===== config.mk =====
export PLATFORM = sky130hd
export DESIGN_NAME = tile_grid_collision_pairs_core_flat
export DESIGN_NICKNAME = d
export VERILOG_FILES = /design/src/rtl/tgcp_pkg.sv /design/src/rtl/tgcp_box_if.sv /design/src/rtl/tgcp_pair_if.sv /design/src/rtl/tgcp_ram.sv /design/src/rtl/tile_grid_collision_pairs_core.sv /design/src/flat_wrapper.sv
export SDC_FILE = /design/constraint.sdc
export NUM_CORES = 1
export LEC_CHECK = 0
export BUFFER_PORTS_ARGS = -buffer_cell sky130_fd_sc_hd__buf_2
export CAP_MARGIN = 20
export CORE_MARGIN = 3
export CORE_UTILIZATION = 40
export CTS_CLUSTER_DIAMETER = 120
export DETAILED_ROUTE_END_ITERATION = 8
export PLACE_DENSITY = 0.52
export SLEW_MARGIN = 20
export SYNTH_ARGS = -nofsm -noshare
export SYNTH_HDL_FRONTEND = slang
export SYNTH_SLANG_ARGS = --single-unit

===== constraint.sdc =====
create_clock -name clk -period 10.6 [get_ports clk]
set_input_delay 2.12 -clock clk [delete_from_list [all_inputs] [get_ports clk]]
set_output_delay 2.12 -clock clk [all_outputs]
set_load 0.005 [all_outputs]

===== src/rtl/tgcp_pkg.sv =====
package tgcp_pkg;

  // Store geometry
  localparam int MAX_BOXES  = 8;
  localparam int COORD_BITS = 8;
  localparam int IDX_W      = $clog2(MAX_BOXES);
  localparam int CNT_W      = $clog2(MAX_BOXES + 1);

  // Port field widths
  localparam int FIELD_W   = 8;
  localparam int OUT_IDX_W = 3;

  typedef struct packed {
    logic [COORD_BITS-1:0] x;
    logic [COORD_BITS-1:0] y;
    logic [COORD_BITS-1:0] w;
    logic [COORD_BITS-1:0] h;
  } box_t;

  localparam int BOX_W = $bits(box_t);

endpackage


===== src/rtl/tgcp_box_if.sv =====
interface tgcp_box_if;
  logic                         valid;
  logic                         ready;
  logic [tgcp_pkg::FIELD_W-1:0] box_x;
  logic [tgcp_pkg::FIELD_W-1:0] box_y;
  logic [tgcp_pkg::FIELD_W-1:0] box_w;
  logic [tgcp_pkg::FIELD_W-1:0] box_h;
  logic                         last_box;

  modport source (output valid, box_x, box_y, box_w, box_h, last_box, input ready);
  modport sink   (input valid, box_x, box_y, box_w, box_h, last_box, output ready);
endinterface


===== src/rtl/tgcp_pair_if.sv =====
interface tgcp_pair_if;
  logic                           valid;
  logic                           ready;
  logic [tgcp_pkg::OUT_IDX_W-1:0] first_box;
  logic [tgcp_pkg::OUT_IDX_W-1:0] second_box;
  logic                           pair_valid;
  logic                           last_pair;

  modport source (output valid, first_box, second_box, pair_valid, last_pair, input ready);
  modport sink   (input valid, first_box, second_box, pair_valid, last_pair, output ready);
endinterface


===== src/rtl/tgcp_ram.sv =====
module tgcp_ram #(
  parameter int WIDTH = 32,
  parameter int DEPTH = 8
) (
  input  logic                     clk,
  input  logic                     we,
  input  logic [$clog2(DEPTH)-1:0] waddr,
  input  logic [WIDTH-1:0]         wdata,
  input  logic                     re,
  input  logic [$clog2(DEPTH)-1:0] raddr,
  output logic [WIDTH-1:0]         rdata
);

  logic [WIDTH-1:0] mem [DEPTH];

  // Write port
  always_ff @(posedge clk) begin
    if (we) begin
      mem[waddr] <= wdata;
    end
  end

  // Registered read, held while not enabled
  always_ff @(posedge clk) begin
    if (re) begin
      rdata <= mem[raddr];
    end
  end

endmodule


===== src/rtl/tile_grid_collision_pairs_core.sv =====
// Grid broad-phase collision core. Boxes (tile rectangles) arrive one word
// each and are written into an 8-entry box RAM at one word per cycle; a box
// beyond the eighth is dropped. The word flagged last_box closes the frame:
// the core then scans every ordered pair (i, j), i != j, of the N stored
// boxes and sends one result word per pair that shares at least one tile,
// in ascending i then j, the final word flagged last_pair. A frame with no
// colliding pair sends a single word with pair_valid low. While the scan
// runs no box is accepted. The single read port of the box RAM delivers one
// stored box per cycle while the result side does not stall: each row i
// first reads box i, then loads it into the hold register while reading box
// 0, then compares it with each stored box in turn. The result word sits
// in an output register, so the scan keeps running while one result waits.
module tile_grid_collision_pairs_core (
  input  logic               clk,
  input  logic               rst,
  tgcp_box_if.sink           boxes,
  tgcp_pair_if.source        pairs
);

  typedef enum logic [4:0] {
    S_LOAD = 5'b00001,
    S_RI   = 5'b00010,
    S_RJ   = 5'b00100,
    S_CMP  = 5'b01000,
    S_FIN  = 5'b10000
  } state_t;

  state_t state, state_next;

  logic [tgcp_pkg::CNT_W-1:0] box_count, box_count_next;
  logic [tgcp_pkg::CNT_W-1:0] i_cnt, i_next;
  logic [tgcp_pkg::CNT_W-1:0] j_cnt, j_next;
  logic [tgcp_pkg::CNT_W-1:0] i_inc, j_inc;

  logic                       in_acc;
  logic                       ram_we;
  logic                       ram_re;
  logic [tgcp_pkg::IDX_W-1:0] ram_raddr;
  logic [tgcp_pkg::BOX_W-1:0] ram_rdata;
  tgcp_pkg::box_t             wr_box;
  tgcp_pkg::box_t             a_box;
  tgcp_pkg::box_t             b_box;
  logic                       a_load;

  logic                       hit;
  logic                       meet_x, meet_y;
  logic                       out_free;
  logic                       stall;

  logic                       pend_valid, pend_valid_next;
  logic [tgcp_pkg::IDX_W-1:0] pend_i, pend_j, pend_i_next, pend_j_next;

  logic                       out_load;
  logic                       out_valid;
  logic [tgcp_pkg::IDX_W-1:0] out_i_next, out_j_next;
  logic                       out_pv_next, out_last_next;
  logic [tgcp_pkg::IDX_W-1:0] out_i, out_j;
  logic                       out_pv, out_last;

  // Input handshake and box write
  assign boxes.ready = (state == S_LOAD);
  assign in_acc      = boxes.valid && boxes.ready;
  assign ram_we      = in_acc && (box_count < tgcp_pkg::CNT_W'(tgcp_pkg::MAX_BOXES));

  assign wr_box.x = tgcp_pkg::COORD_BITS'(boxes.box_x);
  assign wr_box.y = tgcp_pkg::COORD_BITS'(boxes.box_y);
  assign wr_box.w = tgcp_pkg::COORD_BITS'(boxes.box_w);
  assign wr_box.h = tgcp_pkg::COORD_BITS'(boxes.box_h);

  tgcp_ram #(
    .WIDTH (tgcp_pkg::BOX_W),
    .DEPTH (tgcp_pkg::MAX_BOXES)
  ) u_box_ram (
    .clk   (clk),
    .we    (ram_we),
    .waddr (box_count[tgcp_pkg::IDX_W-1:0]),
    .wdata (wr_box),
    .re    (ram_re),
    .raddr (ram_raddr),
    .rdata (ram_rdata)
  );

  assign b_box = tgcp_pkg::box_t'(ram_rdata);

  // Hold box i while its row is scanned
  always_ff @(posedge clk) begin
    if (a_load) begin
      a_box <= b_box;
    end
  end

  // Two-dimensional tile overlap, extents taken without wrap
  assign meet_x = ({1'b0, a_box.x} < ({1'b0, b_box.x} + {1'b0, b_box.w})) &&
                  ({1'b0, b_box.x} < ({1'b0, a_box.x} + {1'b0, a_box.w}));
  assign meet_y = ({1'b0, a_box.y} < ({1'b0, b_box.y} + {1'b0, b_box.h})) &&
                  ({1'b0, b_box.y} < ({1'b0, a_box.y} + {1'b0, a_box.h}));
  assign hit = (i_cnt != j_cnt) &&
               (a_box.w != '0) && (a_box.h != '0) &&
               (b_box.w != '0) && (b_box.h != '0) &&
               meet_x && meet_y;

  assign out_free = !out_valid || pairs.ready;
  assign stall    = hit && pend_valid && !out_free;
  assign i_inc    = i_cnt + tgcp_pkg::CNT_W'(1);
  assign j_inc    = j_cnt + tgcp_pkg::CNT_W'(1);

  // Scan sequencer
  always_comb begin
    state_next      = state;
    box_count_next  = box_count;
    i_next          = i_cnt;
    j_next          = j_cnt;
    pend_valid_next = pend_valid;
    pend_i_next     = pend_i;
    pend_j_next     = pend_j;
    ram_re          = 1'b0;
    ram_raddr       = '0;
    a_load          = 1'b0;
    out_load        = 1'b0;
    out_i_next      = pend_i;
    out_j_next      = pend_j;
    out_pv_next     = 1'b1;
    out_last_next   = 1'b0;
    unique case (state)
      S_LOAD: begin
        if (in_acc) begin
          if (ram_we) begin
            box_count_next = box_count + tgcp_pkg::CNT_W'(1);
          end
          if (boxes.last_box) begin
            i_next     = '0;
            state_next = S_RI;
          end
        end
      end
      S_RI: begin
        ram_re     = 1'b1;
        ram_raddr  = i_cnt[tgcp_pkg::IDX_W-1:0];
        state_next = S_RJ;
      end
      S_RJ: begin
        a_load     = 1'b1;
        ram_re     = 1'b1;
        ram_raddr  = '0;
        j_next     = '0;
        state_next = S_CMP;
      end
      S_CMP: begin
        if (!stall) begin
          if (hit) begin
            if (pend_valid) begin
              out_load = 1'b1;
            end
            pend_valid_next = 1'b1;
            pend_i_next     = i_cnt[tgcp_pkg::IDX_W-1:0];
            pend_j_next     = j_cnt[tgcp_pkg::IDX_W-1:0];
          end
          if (j_inc < box_count) begin
            j_next    = j_inc;
            ram_re    = 1'b1;
            ram_raddr = j_inc[tgcp_pkg::IDX_W-1:0];
          end else if (i_inc < box_count) begin
            i_next     = i_inc;
            state_next = S_RI;
          end else begin
            state_next = S_FIN;
          end
        end
      end
      S_FIN: begin
        if (out_free) begin
          out_load        = 1'b1;
          out_last_next   = 1'b1;
          if (!pend_valid) begin
            out_i_next  = '0;
            out_j_next  = '0;
            out_pv_next = 1'b0;
          end
          pend_valid_next = 1'b0;
          box_count_next  = '0;
          state_next      = S_LOAD;
        end
      end
      default: begin
        state_next = S_LOAD;
      end
    endcase
  end

  // Control registers
  always_ff @(posedge clk) begin
    if (rst) begin
      state      <= S_LOAD;
      box_count  <= '0;
      i_cnt      <= '0;
      j_cnt      <= '0;
      pend_valid <= 1'b0;
    end else begin
      state      <= state_next;
      box_count  <= box_count_next;
      i_cnt      <= i_next;
      j_cnt      <= j_next;
      pend_valid <= pend_valid_next;
    end
  end

  // Pending pair payload
  always_ff @(posedge clk) begin
    pend_i <= pend_i_next;
    pend_j <= pend_j_next;
  end

  // Output register: load a word, drop it when taken
  always_ff @(posedge clk) begin
    if (rst) begin
      out_valid <= 1'b0;
    end else if (out_load) begin
      out_valid <= 1'b1;
    end else if (pairs.ready) begin
      out_valid <= 1'b0;
    end
  end

  always_ff @(posedge clk) begin
    if (out_load) begin
      out_i    <= out_i_next;
      out_j    <= out_j_next;
      out_pv   <= out_pv_next;
      out_last <= out_last_next;
    end
  end

  assign pairs.valid      = out_valid;
  assign pairs.first_box  = tgcp_pkg::OUT_IDX_W'(out_i);
  assign pairs.second_box = tgcp_pkg::OUT_IDX_W'(out_j);
  assign pairs.pair_valid = out_pv;
  assign pairs.last_pair  = out_last;

  // Checks
  a_last_closes: assert property (@(posedge clk) disable iff (rst)
    (in_acc && boxes.last_box) |=> !boxes.ready)
    else $error("box accepted right after the last box of a frame");

  a_count_bound: assert property (@(posedge clk) disable iff (rst)
    box_count <= tgcp_pkg::CNT_W'(tgcp_pkg::MAX_BOXES))
    else $error("box count above store depth");

  a_empty_is_last: assert property (@(posedge clk) disable iff (rst)
    (out_valid && !out_pv) |-> out_last)
    else $error("empty report not flagged last");

  a_no_pend_load: assert property (@(posedge clk) disable iff (rst)
    (state == S_LOAD) |-> !pend_valid)
    else $error("pending pair left over into box loading");

  a_scan_range: assert property (@(posedge clk) disable iff (rst)
    (state == S_CMP) |-> ((i_cnt < box_count) && (j_cnt < box_count)))
    else $error("scan index outside stored boxes");

endmodule

===== src/flat_wrapper.sv =====
// flat-port wrapper written by rule: the top's interface ports become plain ports
module tile_grid_collision_pairs_core_flat 
  (clk, rst, boxes_valid, boxes_box_x, boxes_box_y, boxes_box_w, boxes_box_h, boxes_last_box, boxes_ready, pairs_valid, pairs_first_box, pairs_second_box, pairs_pair_valid, pairs_last_pair, pairs_ready);
  tgcp_box_if boxes_i ();
  tgcp_pair_if pairs_i ();
  input  logic clk;
  input  logic rst;
  input wire logic [$bits(boxes_i.valid)-1:0] boxes_valid;
  input wire logic [$bits(boxes_i.box_x)-1:0] boxes_box_x;
  input wire logic [$bits(boxes_i.box_y)-1:0] boxes_box_y;
  input wire logic [$bits(boxes_i.box_w)-1:0] boxes_box_w;
  input wire logic [$bits(boxes_i.box_h)-1:0] boxes_box_h;
  input wire logic [$bits(boxes_i.last_box)-1:0] boxes_last_box;
  output wire logic [$bits(boxes_i.ready)-1:0] boxes_ready;
  output wire logic [$bits(pairs_i.valid)-1:0] pairs_valid;
  output wire logic [$bits(pairs_i.first_box)-1:0] pairs_first_box;
  output wire logic [$bits(pairs_i.second_box)-1:0] pairs_second_box;
  output wire logic [$bits(pairs_i.pair_valid)-1:0] pairs_pair_valid;
  output wire logic [$bits(pairs_i.last_pair)-1:0] pairs_last_pair;
  input wire logic [$bits(pairs_i.ready)-1:0] pairs_ready;
  assign boxes_i.valid = boxes_valid;
  assign boxes_i.box_x = boxes_box_x;
  assign boxes_i.box_y = boxes_box_y;
  assign boxes_i.box_w = boxes_box_w;
  assign boxes_i.box_h = boxes_box_h;
  assign boxes_i.last_box = boxes_last_box;
  assign boxes_ready = boxes_i.ready;
  assign pairs_valid = pairs_i.valid;
  assign pairs_first_box = pairs_i.first_box;
  assign pairs_second_box = pairs_i.second_box;
  assign pairs_pair_valid = pairs_i.pair_valid;
  assign pairs_last_pair = pairs_i.last_pair;
  assign pairs_i.ready = pairs_ready;
  tile_grid_collision_pairs_core u_core (.clk(clk), .rst(rst), .boxes(boxes_i), .pairs(pairs_i));
endmodule

## Word level (Yosys, flattened, before mapping)

Memory sizes are Yosys's and may differ from the RTL's. A register that Yosys moved wholly into a read port is not among the register bits.
Index checks and enable logic that the tools add are counted.

| storage, ports and cells | value |
|---|---|
| input port bits | 37 |
| output and inout bits | 10 |
| bits in writable memories | 256 |
| memories | 1 |
| logic and storage cells | 125 |
| register bits | 65 |

| operators by class | value |
|---|---|
| reductions and logical operators | 32 |
| eq/ne operators | 15 |
| mux-type cells | 46 |
| $add $sub $neg | 7 |
| bitwise operators | 1 |
| $lt $le $gt $ge | 7 |

Memories:

| name | depth | bits a word | rd ports | clocked after Yosys merged registers in | wr ports | line | source |
|---|---|---|---|---|---|---|---|
| u_core.u_box_ram.mem | 8 | 32 | 1 | 1 | 1 | tgcp_ram.sv:14 | `logic [WIDTH-1:0] mem [DEPTH];` |

Operators by type and width:

| kind | number |
|---|---|
| $mux 4 | 10 |
| $add 8x8->9 | 4 |
| $lt 8x9->1 | 4 |
| $reduce_bool 8->1 | 4 |
| $mux 5 | 6 |
| $pmux 5 s5 | 1 |
| $mux 3 | 8 |
| $pmux 4 s2 | 3 |
| $mux 1 | 14 |
| $add 4x1->4 const B | 3 |
| $logic_and 1x1->1 | 12 |
| $ne 2x2->1 const B | 5 |
| $reduce_bool 2->1 | 5 |
| $lt 4x4->1 | 2 |
| $ne 2x1->1 const B | 4 |
| $reduce_and 4->1 | 2 |
| $pmux 1 s2 | 3 |
| $pmux 3 s2 | 1 |
| $reduce_and 3->1 | 2 |
| $reduce_and 6->1 | 1 |
| $eq 5x1->1 const B | 1 |
| $eq 5x2->1 const B | 1 |
| $eq 5x3->1 const B | 1 |
| $eq 5x4->1 const B | 1 |
| other kinds (9) | 10 |

## Logic depth before layout (Yosys ltp)

| logic depth | value |
|---|---|
| word-level depth | 12 |
| gate-level depth with buffers | 20 |
| gate-level depth less buffers | 18 |

## By module

From an unflattened synthesis, not the netlist that was laid out.

| unflattened totals | value |
|---|---|
| cells, all modules | 849 |
| area, all modules | 15376.0 um2 |

Modules (own cells, without submodules):

| module | cells each | sequential area each (um2) | instances | area an instance (um2) |
|---|---|---|---|---|
| tgcp_ram | 415 | 8648.3 | 1 | 10786.6 |
| tile_grid_collision_pairs_core | 434 | 1761.7 | 1 | 4589.4 |

## Worst setup path before layout

OpenSTA, ideal clock, no wires.

| path | value |
|---|---|
| kind | input to register |
| start point | input port boxes_valid |
| end point | memory u_core.u_box_ram.mem[0][0] (enable) |
| stages | 3 |
| buffers on the path | 0 |
| required time | 10.139 ns |
| arrival | 4.784 ns |
| slack | 5.355 ns |
| path through | nand2_1 -> or3_1 -> nor3_1 |

| on the way | value |
|---|---|
| word-level cells in the longest chain between the ends | 4 |

RTL lines:

| item | line | source |
|---|---|---|
| start: declaration | flat_wrapper.sv:8 | `input wire logic [$bits(boxes_i.valid)-1:0] boxes_valid;` |
| $logic_and 1x1->1 | tile_grid_collision_pairs_core.sv:62 | `assign in_acc = boxes.valid && boxes.ready;` |
| $logic_and 1x1->1 | tile_grid_collision_pairs_core.sv:63 | `assign ram_we = in_acc && (box_count < tgcp_pkg::CNT_W'(tgcp_pkg::MAX_BOXES));` |
| $mux 1 | tgcp_ram.sv:18 | `if (we) begin` |
| $mux 1 (implied by the code) | tgcp_ram.sv:19 | `mem[waddr] <= wdata;` |
| end: declaration | tgcp_ram.sv:14 |  |

No other way between the ends.

## Worst setup path in the final report

| path | value |
|---|---|
| start point | register u_core.u_box_ram.rdata[17] (read register of u_core.u_box_ram.mem) |
| end point | register u_core.u_box_ram.rdata[8] (read register of u_core.u_box_ram.mem), data pin |

| on the way | value |
|---|---|
| word-level cells in the longest chain between the ends | 8 |
| elaborated cells between the ends (all ways) | 11 |
| classes of those cells | add/sub: 1; order compare: 2; mux: 4; reduce/logical: 4 |

RTL lines:

| item | line | source |
|---|---|---|
| start: declaration | tgcp_ram.sv:11 | `output logic [WIDTH-1:0] rdata` |
| $add 8x8->9 | tile_grid_collision_pairs_core.sv:95 | `assign meet_y = ({1'b0, a_box.y} < ({1'b0, b_box.y} + {1'b0, b_box.h})) &&` |
| $lt 8x9->1 | tile_grid_collision_pairs_core.sv:95 |  |
| $logic_and 1x1->1 (*) | tile_grid_collision_pairs_core.sv:95 |  |
| $logic_and 1x1->1 (*) | tile_grid_collision_pairs_core.sv:100 | `meet_x && meet_y;` |
| $logic_and 1x1->1 (*) (2 in a row) | tile_grid_collision_pairs_core.sv:103 | `assign stall = hit && pend_valid && !out_free;` |
| $mux 3 / $mux 1 (equally long branches) | tile_grid_collision_pairs_core.sv:149 | `if (!stall) begin` |
| $pmux 3 s2 / $pmux 1 s2 (equally long branches) | tile_grid_collision_pairs_core.sv:124 | `unique case (state)` |

Mark *: on every way between the ends. The rest lies on a longest branch, timed or not.
A chain may end at the register's enable or synchronous reset.

==> reports/metrics.cfg <==
[pwr]
p_per_area_nw_per_um2 = 167
p_leak_nw = 6.12
ir_drop_mv = 0.131
total_power_mw = 2.94

[route]
wl_per_cell_um = 20.9
first_pass_iters = 4
drtIter0Drc = 474
drt-total-wl_mm = 33.3
vias_per_cell = 5.23
drc_errors = 0
ant_nets = 0
vias = 8349

[global_routing]
grt_pass1_wl_mm = 51.8
grt_usage = 0.165
busiest_layer = met2
antenna_found_initial = 3
grt.met2_usage = 0.271
grt_overflow = 0
grt_use_met1 = 0.226
grt_pass1_vias = 8507
met3_usage = 0.0343
grt_max_degree = 161

[floorplan]
num_rows = 71
core_um2 = 37900
die_y_um = 203
die_area_um2 = 41100
start_util = 0.408
die_x_um = 203
pin_count = 47

[setup_path]
reg2reg_from = u_core.u_box_ram.rdata[17]
path_common_cell = a21oi_1
cp-start-kind = flip-flop
slowest_delay_ns = 0.57
cp-end-kind = flip-flop
r2r-end = u_core.u_box_ram.rdata[8]
cp_max_fo = 160
r2r_cells = 18
worst-path-buf-inv = 1
crit_chain = ha_1 -> a21o_1 -> a21oi_1 -> o21bai_1 -> a21oi_1 -> o21bai_1 -> a21oi_1 -> xor2_1 -> ha_1 -> and3_1 -> a221o_1 -> o221ai_1 -> nand3_1 -> o21ai_4 -> buf_12 -> mux2_2 -> o22ai_1 -> a211oi_2
worstPathArrival_ns = 5.41
crit_required_ns = 10.88
crit_family = compound AO/OA/AOI/OAI gates
setup.worst_path.class = reg2reg
r2r_setup_slack_ns = 5.48
slowest_stage = buf_12

[min_path]
holdPathStages = 0
holdCritPathClass = reg2reg
min-delay-start = u_core.u_box_ram.rdata[16]
min_to = u_core.a_box[16]

[synth]
synth_ff_type = edfxtp_1
synth_top_cell_area_share = 0.648
synth_cell_type_count = 60
synth-seq-area-share = 0.673
yosys-top-cells-area = edfxtp_1 65%, ha_1 5.6%, mux2_2 4.8%
synth-async-reset-ratio = 0
synth_edf_count = 334
netlist_instances = 990
synth.avg_cell_area_um2 = 15.6
yosys_warnings = 0
netlist_area_um2 = 15500
synth_top_cell_by_area = edfxtp_1
ys_ff_latch = 353
synth_nets = 1100

[clock_network]
cts_setup_buffers = 0
clk_pin_slew_worst_paths_ns = 0.06
cts_tree = done
cts-buffers-inserted = 40
clockRootBuffer = clkbuf_16
cts_resized = 0
cts_buffer_depth = 3
cts_sinks = 353
clk-insertion-delay-late_ns = 0.56
htree_num_levels = 2
cts_hold_buf = 0

[layout]
final_cells = 1596
area_delta_synth_final_pct = 13.7
layout-drive-gt1-share = 0.205
antennaDiodeCount = 0
final_util = 0.464
final_cell_mix = 334 x edfxtp_1, 69 x ha_1, 66 x mux2_2
layout_commonest_cell = edfxtp_1
nets = 1170

[timing]
final.period_utilization = 0.483
skew_ns = 0.0200
finalCriticalPeriod_ns = 5.12
fin_tns_setup_ns = 0
timing.hold.ws_ns = 0.493
slew_headroom = 0.372
finalSetupViolCount = 0
worst_pin_slew_ns = 0.942
hold_violations = 0
fmax_ghz = 0.195
finalMaxSlewViolations = 0
rsz0062_at_grt = no

[job]
drv_cap = 0

[placed_design]
hpwl_mm = 19.5
routabilityCongestion = 0.751
dp.cells = 1529
io_buffers = 46

[outcome]
status = finished clean

## worst max-delay path by stage
| stage | slack (ns) | end | cells past startpoint | start |
|---|---|---|---|---|
| finish | 5.48 | u_core.u_box_ram.rdata[8] | 18 | u_core.u_box_ram.rdata[17] |
| global route | 5.09 | u_core.u_box_ram.rdata[8] | 18 | u_core.u_box_ram.rdata[17] |
| CTS | 5.41 | u_core.u_box_ram.rdata[8] | 18 | u_core.u_box_ram.rdata[17] |
| detailed placement | 5.45 | u_core.u_box_ram.rdata[8] | 18 | u_core.u_box_ram.rdata[17] |
| global placement | 5.43 | u_core.u_box_ram.rdata[8] | 18 | u_core.u_box_ram.rdata[17] |
| floorplan | 5.36 | u_core.u_box_ram.mem[0][0] | 3 | boxes_valid |
## cell type report
type                    instances  area [um2]
repair buffers                 60         348
flip-flops and latches        353       10400
multi-input cells             575        4850
inverters                      30         113
fillers                      3325       20300
clock buffers                  52        1060
well taps                     511         639
clock inverters                15         183
## through the flow
| stage | setup WS (ns) | area, um2 |
|---|---|---|
| finish | 5.48 | 17600 |
| global route | 5.09 | 17600 |
| CTS | 5.41 | 17600 |
| detailed placement | 5.45 | 16400 |
| global placement | 5.43 | 16400 |
| floorplan | 5.36 | 15500 |
## cell families (layout without fill, tap and decap cells)
logic type               Yosys count  count (layout)  share of synthesized area
AO/OA/AOI/OAI                    201             201                      0.100
AND/OR/NAND/NOR                  170             170                     0.0585
buffers and inverters             62             157                     0.0199
adder cells (fa/ha/maj)           73              73                     0.0610
flip-flops                       353             353                      0.673
multiplexers                     101             101                     0.0707
XOR/XNOR                          30              30                     0.0170
## per-layer routing
layer / part of all wire / up-vias
met5: 0.00042 / -
met4: 0.020 / 4
met3: 0.037 / 52
met2: 0.48 / 107
met1: 0.46 / 4172
li1: - / 4014
## synth_stat cells, types with 3 or more instances
cell type / instances
inv_1: 30
or4_1: 4
dfxtp_1: 19
buf_6: 5
nor2_1: 39
nor3_1: 10
xor2_1: 10
nor3b_1: 3
nand2_1: 26
and2_1: 3
nand2b_1: 12
o21bai_1: 9
nand3_1: 10
o22ai_1: 33
nor2b_1: 43
edfxtp_1: 334
fa_1: 4
clkbuf_1: 5
buf_4: 4
a21o_1: 8
or3_1: 3
mux2i_1: 35
buf_2: 18
ha_1: 69
a21oi_1: 36
o21ai_0: 15
o211ai_1: 5
a211oi_1: 42
nor4_1: 4
o21a_1: 4
nand3b_1: 5
mux2_2: 66
xnor2_1: 20
a211oi_2: 27
## where the power goes
group	switching (mW)	internal, mW	total [mW]
Clock	0.536	0.777	1.31
Sequential	0.00658	1.55	1.55
Combinational	0.0493	0.0282	0.0775
Total	0.592	2.35	2.94
## state kept, by name (all words and copies together) (netlist names)
signal	cells
u_core.pairs.second_box	3
u_core.pairs.first_box	3
u_core.pairs.pair_valid	1
u_core.i_cnt	4
u_core.j_cnt	4
u_core.box_count	4
u_core.pend_j	3
u_core.u_box_ram.rdata	32
u_core.a_box	32
u_core.u_box_ram.mem	256
u_core.pend_i	3
u_core.pend_valid	1
u_core.pairs.last_pair	1
u_core.state	5
u_core.pairs.valid	1
Note: power is estimated with default switching activity, not from simulation.
